### config.mk
export PLATFORM = sky130hd
export DESIGN_NAME = json_string_literal_decoder
export DESIGN_NICKNAME = d
export VERILOG_FILES = /design/src/rtl/jsld_pkg.sv /design/src/rtl/jsld_front.sv /design/src/rtl/jsld_queue.sv /design/src/rtl/jsld_back.sv /design/src/rtl/json_string_literal_decoder.sv
export SDC_FILE = /design/constraint.sdc
export NUM_CORES = 1
export LEC_CHECK = 0
export ABC_AREA = 1
export ABC_CLOCK_PERIOD_IN_PS = 3660
export BUFFER_PORTS_ARGS = -buffer_cell sky130_fd_sc_hd__buf_2
export CORE_UTILIZATION = 60
export DETAILED_ROUTE_END_ITERATION = 16
export PLACE_DENSITY = 0.78
export SYNTH_ARGS = -nofsm -noshare
export SYNTH_HDL_FRONTEND = slang
export SYNTH_SLANG_ARGS = --single-unit
### constraint.sdc
create_clock -name clk -period 3.66 [get_ports clk]
set_input_delay 0.366 -clock clk [delete_from_list [all_inputs] [get_ports clk]]
set_output_delay 0.366 -clock clk [all_outputs]
set_load 0.1 [all_outputs]
### src/rtl/jsld_pkg.sv
`timescale 1ns / 1ps
`default_nettype none
// ----------------------------------------------------------------------------
// jsld_pkg
// Shared types, codes and helpers for the JSON string literal decoder.
// ----------------------------------------------------------------------------
package jsld_pkg;

    // Decoder modes
    localparam logic [1:0] MODE_IDLE   = 2'd0;
    localparam logic [1:0] MODE_STRING = 2'd1;
    localparam logic [1:0] MODE_ESCAPE = 2'd2;
    localparam logic [1:0] MODE_HEX    = 2'd3;

    // Result status codes
    localparam logic [1:0] ST_BYTE  = 2'd0;
    localparam logic [1:0] ST_DONE  = 2'd1;
    localparam logic [1:0] ST_ERROR = 2'd2;

    // Character constants
    localparam logic [7:0] CH_QUOTE     = 8'h22;
    localparam logic [7:0] CH_BACKSLASH = 8'h5c;
    localparam logic [7:0] CH_SLASH     = 8'h2f;
    localparam logic [7:0] CH_B         = 8'h62;
    localparam logic [7:0] CH_F         = 8'h66;
    localparam logic [7:0] CH_N         = 8'h6e;
    localparam logic [7:0] CH_R         = 8'h72;
    localparam logic [7:0] CH_T         = 8'h74;
    localparam logic [7:0] CH_U         = 8'h75;
    localparam logic [7:0] CH_SPACE     = 8'h20;

    // UTF-8 limits and marks
    localparam logic [15:0] UTF8_ONE_MAX = 16'h007f;
    localparam logic [15:0] UTF8_TWO_MAX = 16'h07ff;
    localparam logic [7:0]  UTF8_LEAD2   = 8'hc0;
    localparam logic [7:0]  UTF8_LEAD3   = 8'he0;
    localparam logic [7:0]  UTF8_CONT    = 8'h80;

    // Result count codes (number of result transactions for one command)
    localparam logic [1:0] CNT_ONE   = 2'd1;
    localparam logic [1:0] CNT_TWO   = 2'd2;
    localparam logic [1:0] CNT_THREE = 2'd3;

    // Queue depth
    localparam int QUEUE_DEPTH = 4;
    localparam int QUEUE_AW    = $clog2(QUEUE_DEPTH);

    // One queued command: up to three result transactions
    typedef struct packed {
        logic [1:0] status;
        logic [1:0] count;
        logic [7:0] byte0;
        logic [7:0] byte1;
        logic [7:0] byte2;
    } cmd_t;

    // Queue status toward the front and back
    typedef struct packed {
        logic full;
        logic empty;
    } queue_stat_t;

    // Hex digit decode: {valid, value}
    function automatic logic [4:0] hex_decode(input logic [7:0] b);
        logic [4:0] r;
        r = 5'd0;
        if (b >= 8'h30 && b <= 8'h39) begin
            r = {1'b1, b[3:0]};
        end else if ((b >= 8'h61 && b <= 8'h66) || (b >= 8'h41 && b <= 8'h46)) begin
            r = {1'b1, b[3:0] + 4'd9};
        end
        return r;
    endfunction

endpackage
`default_nettype wire

### src/rtl/jsld_front.sv
`timescale 1ns / 1ps
`default_nettype none
// ----------------------------------------------------------------------------
// jsld_front
// Classifies each input byte, tracks decoder mode and builds commands.
// ----------------------------------------------------------------------------
module jsld_front (
    input  wire logic          clk,
    input  wire logic          rst_n,
    input  wire logic          accept,
    input  wire logic [7:0]    data_byte,
    input  wire logic          input_end,
    output jsld_pkg::cmd_t     cmd,
    output logic               cmd_valid
);

    logic [1:0]  mode_reg, mode_next;
    logic [1:0]  hex_cnt_reg, hex_cnt_next;
    logic [15:0] code_reg, code_next;
    logic [4:0]  hex_dec;
    logic [15:0] code_shift;
    logic        err;

    assign hex_dec    = jsld_pkg::hex_decode(data_byte);
    assign code_shift = {code_reg[11:0], hex_dec[3:0]};

    always_comb
    begin
        mode_next    = mode_reg;
        hex_cnt_next = hex_cnt_reg;
        code_next    = code_reg;
        cmd          = '0;
        cmd_valid    = 1'b0;
        err          = 1'b0;
        if (input_end) begin
            err = (mode_reg != jsld_pkg::MODE_IDLE);
        end else begin
            unique case (mode_reg)
                jsld_pkg::MODE_IDLE:
                begin
                    if (data_byte == jsld_pkg::CH_QUOTE) begin
                        mode_next = jsld_pkg::MODE_STRING;
                    end else begin
                        err = 1'b1;
                    end
                end
                jsld_pkg::MODE_STRING:
                begin
                    priority if (data_byte == jsld_pkg::CH_QUOTE) begin
                        mode_next  = jsld_pkg::MODE_IDLE;
                        cmd_valid  = 1'b1;
                        cmd.status = jsld_pkg::ST_DONE;
                        cmd.count  = jsld_pkg::CNT_ONE;
                    end else if (data_byte == jsld_pkg::CH_BACKSLASH) begin
                        mode_next = jsld_pkg::MODE_ESCAPE;
                    end else if (data_byte < jsld_pkg::CH_SPACE) begin
                        err = 1'b1;
                    end else begin
                        cmd_valid  = 1'b1;
                        cmd.status = jsld_pkg::ST_BYTE;
                        cmd.count  = jsld_pkg::CNT_ONE;
                        cmd.byte0  = data_byte;
                    end
                end
                jsld_pkg::MODE_ESCAPE:
                begin
                    cmd.status = jsld_pkg::ST_BYTE;
                    cmd.count  = jsld_pkg::CNT_ONE;
                    mode_next  = jsld_pkg::MODE_STRING;
                    cmd_valid  = 1'b1;
                    unique case (data_byte)
                        jsld_pkg::CH_QUOTE,
                        jsld_pkg::CH_BACKSLASH,
                        jsld_pkg::CH_SLASH: cmd.byte0 = data_byte;
                        jsld_pkg::CH_B:     cmd.byte0 = 8'h08;
                        jsld_pkg::CH_F:     cmd.byte0 = 8'h0c;
                        jsld_pkg::CH_N:     cmd.byte0 = 8'h0a;
                        jsld_pkg::CH_R:     cmd.byte0 = 8'h0d;
                        jsld_pkg::CH_T:     cmd.byte0 = 8'h09;
                        jsld_pkg::CH_U:
                        begin
                            cmd_valid    = 1'b0;
                            mode_next    = jsld_pkg::MODE_HEX;
                            hex_cnt_next = 2'd0;
                            code_next    = 16'd0;
                        end
                        default:
                        begin
                            cmd_valid = 1'b0;
                            err       = 1'b1;
                        end
                    endcase
                end
                jsld_pkg::MODE_HEX:
                begin
                    if (!hex_dec[4]) begin
                        err = 1'b1;
                    end else begin
                        code_next = code_shift;
                        if (hex_cnt_reg != 2'd3) begin
                            hex_cnt_next = hex_cnt_reg + 2'd1;
                        end else begin
                            hex_cnt_next = 2'd0;
                            mode_next    = jsld_pkg::MODE_STRING;
                            cmd_valid    = 1'b1;
                            cmd.status   = jsld_pkg::ST_BYTE;
                            priority if (code_shift <= jsld_pkg::UTF8_ONE_MAX) begin
                                cmd.count = jsld_pkg::CNT_ONE;
                                cmd.byte0 = code_shift[7:0];
                            end else if (code_shift <= jsld_pkg::UTF8_TWO_MAX) begin
                                cmd.count = jsld_pkg::CNT_TWO;
                                cmd.byte0 = jsld_pkg::UTF8_LEAD2 | {3'd0, code_shift[10:6]};
                                cmd.byte1 = jsld_pkg::UTF8_CONT | {2'd0, code_shift[5:0]};
                            end else begin
                                cmd.count = jsld_pkg::CNT_THREE;
                                cmd.byte0 = jsld_pkg::UTF8_LEAD3 | {4'd0, code_shift[15:12]};
                                cmd.byte1 = jsld_pkg::UTF8_CONT | {2'd0, code_shift[11:6]};
                                cmd.byte2 = jsld_pkg::UTF8_CONT | {2'd0, code_shift[5:0]};
                            end
                        end
                    end
                end
                default:
                begin
                    err = 1'b1;
                end
            endcase
        end
        if (err) begin
            mode_next    = jsld_pkg::MODE_IDLE;
            hex_cnt_next = 2'd0;
            code_next    = 16'd0;
            cmd          = '0;
            cmd.status   = jsld_pkg::ST_ERROR;
            cmd.count    = jsld_pkg::CNT_ONE;
            cmd_valid    = 1'b1;
        end
    end

    always_ff @(posedge clk or negedge rst_n)
    begin
        if (!rst_n) begin
            mode_reg    <= jsld_pkg::MODE_IDLE;
            hex_cnt_reg <= 2'd0;
            code_reg    <= 16'd0;
        end else if (accept) begin
            mode_reg    <= mode_next;
            hex_cnt_reg <= hex_cnt_next;
            code_reg    <= code_next;
        end
    end

endmodule
`default_nettype wire

### src/rtl/jsld_queue.sv
`timescale 1ns / 1ps
`default_nettype none
// ----------------------------------------------------------------------------
// jsld_queue
// Short command queue between the front and back parts.
// ----------------------------------------------------------------------------
module jsld_queue (
    input  wire logic             clk,
    input  wire logic             rst_n,
    input  wire logic             wr_en,
    input  wire jsld_pkg::cmd_t   wr_cmd,
    input  wire logic             rd_en,
    output jsld_pkg::cmd_t        rd_cmd,
    output jsld_pkg::queue_stat_t stat
);

    localparam int AW = jsld_pkg::QUEUE_AW;

    jsld_pkg::cmd_t  slot_reg [jsld_pkg::QUEUE_DEPTH];
    logic [AW-1:0]   wr_ptr_reg;
    logic [AW-1:0]   rd_ptr_reg;
    logic [AW:0]     count_reg;
    logic            do_wr;
    logic            do_rd;

    assign stat.full  = (count_reg == (AW+1)'(jsld_pkg::QUEUE_DEPTH));
    assign stat.empty = (count_reg == '0);
    assign do_wr      = wr_en && !stat.full;
    assign do_rd      = rd_en && !stat.empty;
    assign rd_cmd     = slot_reg[rd_ptr_reg];

    always_ff @(posedge clk)
    begin
        if (do_wr) begin
            slot_reg[wr_ptr_reg] <= wr_cmd;
        end
    end

    always_ff @(posedge clk or negedge rst_n)
    begin
        if (!rst_n) begin
            wr_ptr_reg <= '0;
            rd_ptr_reg <= '0;
            count_reg  <= '0;
        end else begin
            if (do_wr) begin
                wr_ptr_reg <= wr_ptr_reg + AW'(1);
            end
            if (do_rd) begin
                rd_ptr_reg <= rd_ptr_reg + AW'(1);
            end
            if (do_wr && !do_rd) begin
                count_reg <= count_reg + (AW+1)'(1);
            end else if (do_rd && !do_wr) begin
                count_reg <= count_reg - (AW+1)'(1);
            end
        end
    end

endmodule
`default_nettype wire

### src/rtl/jsld_back.sv
`timescale 1ns / 1ps
`default_nettype none
// ----------------------------------------------------------------------------
// jsld_back
// Expands each queued command into its result transactions.
// ----------------------------------------------------------------------------
module jsld_back (
    input  wire logic                  clk,
    input  wire logic                  rst_n,
    input  wire jsld_pkg::cmd_t        head_cmd,
    input  wire jsld_pkg::queue_stat_t qstat,
    input  wire logic                  pop,
    output logic                       cmd_done,
    output logic                       empty,
    output logic [7:0]                 out_byte,
    output logic [1:0]                 status,
    output logic                       last
);

    logic [1:0] idx_reg, idx_next;
    logic       take;

    assign empty  = qstat.empty;
    assign take   = pop && !qstat.empty;
    assign status = head_cmd.status;
    assign last   = ((idx_reg + 2'd1) == head_cmd.count);

    // Drop the command once its final result transaction is taken
    assign cmd_done = take && last;

    always_comb
    begin
        unique case (idx_reg)
            2'd0:    out_byte = head_cmd.byte0;
            2'd1:    out_byte = head_cmd.byte1;
            default: out_byte = head_cmd.byte2;
        endcase
    end

    always_comb
    begin
        idx_next = idx_reg;
        if (take) begin
            idx_next = last ? 2'd0 : (idx_reg + 2'd1);
        end
    end

    always_ff @(posedge clk or negedge rst_n)
    begin
        if (!rst_n) begin
            idx_reg <= 2'd0;
        end else begin
            idx_reg <= idx_next;
        end
    end

endmodule
`default_nettype wire

### src/rtl/json_string_literal_decoder.sv
`timescale 1ns / 1ps
`default_nettype none
// ----------------------------------------------------------------------------
// json_string_literal_decoder
// Decodes a JSON string literal byte stream into raw bytes with UTF-8.
// ----------------------------------------------------------------------------
// Input channel: drive data_byte and input_end with push high; a transaction
// completes at a clock edge where push is high and full is low. One byte can
// be taken every cycle while the command queue has room.
// Result channel: while empty is low, out_byte, status and last show the
// oldest result; pop high at a clock edge takes it. last marks the final
// result caused by one input transaction.
// Results: a command enters the queue when its input transaction is taken;
// its results show once it is the oldest. Each input gives zero to three
// results; the back part sends one result per cycle while pop is high, so a
// \u escape of three UTF-8 bytes holds its command until all three are taken.
// The four-entry queue sets the sustained rate: one input per cycle while the
// receiver pops every cycle and bursts stay short. When it stalls, results
// hold on the ports, the queue fills and full rises until space returns.
// Reset: rst_n clears the decoder to idle (awaiting an opening quote) and
// empties the queue; no clearing pass is needed.
// ----------------------------------------------------------------------------
module json_string_literal_decoder (
    input  wire logic       clk,
    input  wire logic       rst_n,
    input  wire logic       push,
    output logic            full,
    input  wire logic [7:0] data_byte,
    input  wire logic       input_end,
    output logic            empty,
    input  wire logic       pop,
    output logic [7:0]      out_byte,
    output logic [1:0]      status,
    output logic            last
);

    jsld_pkg::cmd_t        front_cmd;
    jsld_pkg::cmd_t        head_cmd;
    jsld_pkg::queue_stat_t qstat;
    logic                  front_valid;
    logic                  in_accept;
    logic                  cmd_done;

    // Accept an input transaction whenever the queue has a free slot
    assign full      = qstat.full;
    assign in_accept = push && !qstat.full;

    jsld_front u_front (
        .clk       (clk),
        .rst_n     (rst_n),
        .accept    (in_accept),
        .data_byte (data_byte),
        .input_end (input_end),
        .cmd       (front_cmd),
        .cmd_valid (front_valid)
    );

    // Hold commands that produce results; inputs that give none skip the queue
    jsld_queue u_queue (
        .clk    (clk),
        .rst_n  (rst_n),
        .wr_en  (in_accept && front_valid),
        .wr_cmd (front_cmd),
        .rd_en  (cmd_done),
        .rd_cmd (head_cmd),
        .stat   (qstat)
    );

    jsld_back u_back (
        .clk      (clk),
        .rst_n    (rst_n),
        .head_cmd (head_cmd),
        .qstat    (qstat),
        .pop      (pop),
        .cmd_done (cmd_done),
        .empty    (empty),
        .out_byte (out_byte),
        .status   (status),
        .last     (last)
    );

endmodule
`default_nettype wire

Word-level counts from Yosys, hierarchy flattened
Memories as Yosys holds them, arrays and structs flattened.
Index checks and enable logic that the tools add are counted.
{"block": "totals", "output_inout_bits": 13, "in_bits": 13, "ramBits": 112, "n_memories": 1, "wordCells": 133, "reg_bits": 25}
{"block": "op_classes", "n_lt_le_gt_ge": 9, "reduce_logical": 27, "add_sub_neg": 7, "n_eq_ne": 22, "muxes": 60}
{"memory": "u_queue.slot_reg", "depth": 4, "word_bits": 28, "rd": 1, "rd_clocked_by_memory_dff": 0, "write_ports": 1, "line_no": "jsld_queue.sv:19", "rtl": "jsld_pkg::cmd_t slot_reg [jsld_pkg::QUEUE_DEPTH];"}
{"op": "$mux 28", "n": 3}
{"op": "$mux 12", "n": 5}
{"op": "$eq 8x7->1 const B", "n": 7}
{"op": "$pmux 8 s6", "n": 1}
{"op": "$pmux 12 s3", "n": 1}
{"op": "$mux 16", "n": 2}
{"op": "$mux 2", "n": 14}
{"op": "$mux 26", "n": 1}
{"op": "$pmux 12 s2", "n": 1}
{"op": "$mux 1", "n": 17}
{"op": "$mux 17", "n": 1}
{"op": "$eq 8x6->1 const B", "n": 2}
{"op": "$ge 8x7->1 const B", "n": 2}
{"op": "$le 16x11->1 const B", "n": 1}
{"op": "$le 16x7->1 const B", "n": 1}
{"op": "$le 8x7->1 const B", "n": 2}
{"op": "$mux 8", "n": 2}
{"op": "$pmux 8 s2", "n": 1}
{"op": "$logic_and 1x1->1", "n": 11}
{"op": "$mux 10", "n": 1}
{"op": "$mux 5", "n": 2}
{"op": "$mux 9", "n": 1}
{"op": "$reduce_or 9->1", "n": 1}
{"op": "$add 2x1->2 const B", "n": 4}
{"op": "other kinds (31)", "n": 41}

Longest topological paths before layout
{"block": "depth", "ltp_word": 15, "ltp_mapped": 20, "mapped_depth_nobuf": 20}

Cells and area by module
Synthesis repeated with hierarchy kept, for this count alone.
{"block": "hier_totals", "hier_cells": 801, "hier_area_um2": 7278.2}
{"mod": "jsld_queue", "cells_each": 388, "instances": 1, "area_each_um2": 4902.2, "seq_area_each_um2": 3538.4}
{"mod": "jsld_front", "cells_each": 342, "instances": 1, "area_each_um2": 1993.2, "seq_area_each_um2": 400.4}
{"mod": "jsld_back", "cells_each": 66, "instances": 1, "area_each_um2": 359.1, "seq_area_each_um2": 50.0}
{"mod": "json_string_literal_decoder", "cells_each": 5, "instances": 1, "area_each_um2": 23.8, "seq_area_each_um2": 0.0}

Worst setup path before layout
No wires, ideal clock.
{"block": "synth_path", "path_kind": "reg-to-output", "startpoint": "register u_queue.rd_ptr_reg[0]", "endpoint": "output out_byte[6]", "n_path_buf": 2, "required_ns": 3.294, "slack_ns": 0.109, "arrival_time_ns": 3.185, "stages_incl_launch_ff": 6, "path_cell_list": "dfrtp_1 > buf_2 > inv_2 > clkbuf_1 > o21ai_0 > a21boi_0"}
{"block": "synth_via", "elab_chain_cells": 2}
{"item": "start: declaration", "line_no": "jsld_queue.sv:21", "rtl": "logic [AW-1:0] rd_ptr_reg;"}
{"item": "start signal: assignment", "line_no": "jsld_queue.sv:50", "rtl": "rd_ptr_reg <= rd_ptr_reg + AW'(1);"}
{"item": "$mem_v2 4x28"}
{"item": "$pmux 8 s2", "line_no": "jsld_back.sv:33", "rtl": "unique case (idx_reg)"}
{"item": "end: declaration", "line_no": "json_string_literal_decoder.sv:32", "rtl": "output logic [7:0] out_byte,"}
Every way passes these cells.

Worst setup path after layout
{"block": "layout_path", "startpoint": "register u_queue.rd_ptr_reg[0]", "endpoint": "output out_byte[7]"}
Same word-level chain as after synthesis.

==> run_results.csv <==
group,metric,value,unit
cts,cts_tree,"yes",
grt,grt_pass1_wl,23600,um
timing,slew_viol_final,0,
critical_path,rr_worst_depth,16,
timing,hold_violations,0,
cts,postCtsResizedCells,0,
critical_path,cp.arrival,2.69,ns
timing,worst_pin_slew,0.834,ns
cts,clk_latency,0.52,ns
synthesis,synth-simple-area-share,21.0,%
synthesis,ys_ff_latch,129,
pwr,switching_power,2.92,mW
timing,slew_headroom,43.8,%
critical_path,worstSetupStartpoint,"u_queue.rd_ptr_reg[0]",
place,portBuffers,25,
synthesis,yosysMostFrequentCell,"nand2_1",
die,start_util,62.8,%
detailed_routing,drc,0,
cts,cts_max_path_buffers,2,
timing,fin_skew,0.00738,ns
pwr,power_leakage,2.94,nW
detailed_routing,top_layer,"met4",
cts,cts_sinks,129,
critical_path,criticalPathCategory,"reg2out",
timing,setup-violations-final,0,
synthesis,synth_edf_count,104,
synthesis,synth_compound_area_share,11.8,%
critical_path,rrSetupSlack,0.76,ns
detailed_routing,drt_iter0_drc,396,
synthesis,synthTopCellsByCount,"nand2_1, edfxtp_1, nor2_1",
die,core,10500,sq um
cts,cts_root_buf,"clkbuf_8",
grt,grt.overflow.total,0,
detailed_routing,met1_length,5980,um
pwr,power_frac_comb,45.9,%
place,gp_congestion,0.887,
cts,clkTransAtPathRegs,0.06,ns
synthesis,synth-seq-area-share,57.0,%
synthesis,synth_adder_area_share,3.54,%
synthesis,syn_area_per_cell,9.68,sq um
synthesis,yosys_warnings,0,
pwr,seq_power_share,30.4,%
detailed_routing,avgRoutedWirePerCell,16.8,um
place,dp_hpwl,9760,um
detailed_routing,vias_per_cell,5.70,
detailed_routing,finalWirelength,14400,um
critical_path,critPathCaptureType,"output pin",
finish,largest_reg_flops,104,
critical_path,r2r_end,"u_queue.count_reg[2]",
die,chipHeight,107,um
synthesis,synth.area.mux_share,0.171,%
timing,tns,0,ns
timing,finalCritPeriodShare,83.6,%
synthesis,synth-async-reset-ratio,19.4,%
finish,antenna_cells,0,
finish,fin_nets,742,
pwr,p_clk_share,23.7,%
die,num_io_pins,26,
detailed_routing,vias,4903,
critical_path,regToRegStartpoint,"u_front.mode_reg[0]",
grt,grt_pass1_vias,4823,
pwr,ir_drop,0.894,mV
critical_path,cp.required,3.29,ns
grt,grt_usage,27.8,%
synthesis,syn_area,6570,sq um
timing,max_freq,0.327,GHz
critical_path,cp-endpoint,"out_byte[7]",
critical_path,cp-start-kind,"flop",
pwr,intPower,3.35,mW
timing,whs,0.255,ns
hold_path,hold_class,"in2reg",
job,drv_cap,0,
detailed_routing,dr_wl_met3,1010,um
synthesis,syn_nets,710,
timing,rsz0062_at_grt,"false",
timing,period_needed,3.06,ns
die,die_area,11400,sq um
synthesis,synth_xor_area_share,0.800,%
cts,htreeDepth,4,
detailed_routing,dr.pass1.iters,5,
synthesis,yosys.area.top_type,"edfxtp_1",
die,die_x,107,um
pwr,power_per_cell_area,849,nW/um^2
run_status,status,"finished, final reports clean",
die,rows,37,
finish,drive_gt1_share,19.1,%
detailed_routing,ant_nets,0,
detailed_routing,wl_met2,7170,um
synthesis,syn_inst,679,
critical_path,path_max_fanout,48,
synthesis,ys.flop_type,"edfxtp_1",
synthesis,ys_types,39,
synthesis,synth.area.top_cells,"edfxtp_1, dfrtp_1, nand2_1, nor2_1, o21ai_0",
grt,grt_start_max_net_pins,49,
finish,syn_to_final_growth,12.4,%
synthesis,yosys.area.top_type_share,47.5,%
cts,cts_buffers,17,
grt,antenna_found_initial,0,
synthesis,synth_top_family_by_area,"simple AND/OR/NAND/NOR gates",
pwr,p_sw_share,46.6,%
cells in the final DEF, fill, tap and decap left out, types with 6 or more instances in the layout:
cell type  count
nor2_1        90
ha_1          17
clkbuf_16     16
edfxtp_1     104
inv_2         10
buf_2         25
o22ai_1       24
nand2_1      133
buf_4         11
nor2_2        11
o21ai_1        6
a21oi_1       17
o21ai_0       64
clkinv_2       6
o21ai_2       14
nand3_1       28
inv_1         55
nand2_2       17
dfrtp_1       25
cell type report:
type / instances / area (sq um)
clock inverter: 15 / 121
fill: 796 / 3080
multi-input combinational: 460 / 2460
sequential: 129 / 3750
timing repair buffer: 37 / 218
tap: 136 / 170
clock buffer: 17 / 414
inverter: 66 / 250
how the worst min path moves through the flow:
stage               slack [ns]                    end  depth (start not counted)   from
global placement          0.39  u_queue.rd_ptr_reg[0]                          1  rst_n
floorplan                 0.07      u_back.idx_reg[0]                          0  rst_n
finish                    0.25      u_back.idx_reg[1]                          4    pop
detailed placement        0.40  u_queue.rd_ptr_reg[0]                          1  rst_n
CTS                       0.24      u_back.idx_reg[1]                          4    pop
global route              0.28      u_back.idx_reg[1]                          4    pop
routing by layer:
metal / global-route usage (%) / vias to the layer above
met4: 11.6 / 0
met3: 6.69 / 22
met2: 46.9 / 172
li1: - / 2369
met1: 34.2 / 2340
met5: 0 / -
per-stage QoR:
stage	worst slack [ns]	cells	util, %	area [sq um]	total power [mW]
after global routing	0.467	860	70.6	7380	6.57
after detailed placement	0.516	827	65.4	6840	4.81
final	0.599	860	70.6	7380	6.27
after CTS	0.604	860	70.6	7380	6.29
after floorplan	0.109	679	-	6570	4.23
after global placement	0.602	827	65.4	6840	4.73
cell families after synthesis:
| family | count (synthesis) |
|---|---|
| muxes | 1 |
| AOI/OAI and AO/OA | 134 |
| buffers and inverters | 90 |
| and+or+nand+nor | 301 |
| DFF | 129 |
| xor gates and xnor gates | 6 |
| adders and majority gates | 18 |
worst max-delay path, cell delays in order, from the launching register on:
cell	delay, ns
dfrtp_1	0.37
buf_4	0.24
inv_2	0.15
buf_4	0.43
o21ai_0	0.18
o22ai_1	0.14
nand2_1	0.11
nand3_1	0.11
buf_2	0.42
power groups by stage:
stage	Clock [mW]	Combinational (mW)	Sequential [mW]
2_1_floorplan	0	2.32	1.92
5_1_grt	1.56	3.08	1.93
3_3_place_gp	0	2.81	1.92
6_report	1.48	2.88	1.91
3_5_place_dp	0	2.88	1.93
4_1_cts	1.50	2.89	1.91
what timing repair did:
| item | 4_1_cts | 5_1_grt |
|---|---|---|
| hold buffers | 1 | 0 |
| endpoints found under the hold margin | 25 | 0 |
| setup buffers | 0 | 0 |
Note: power is estimated with default switching activity, not from simulation.
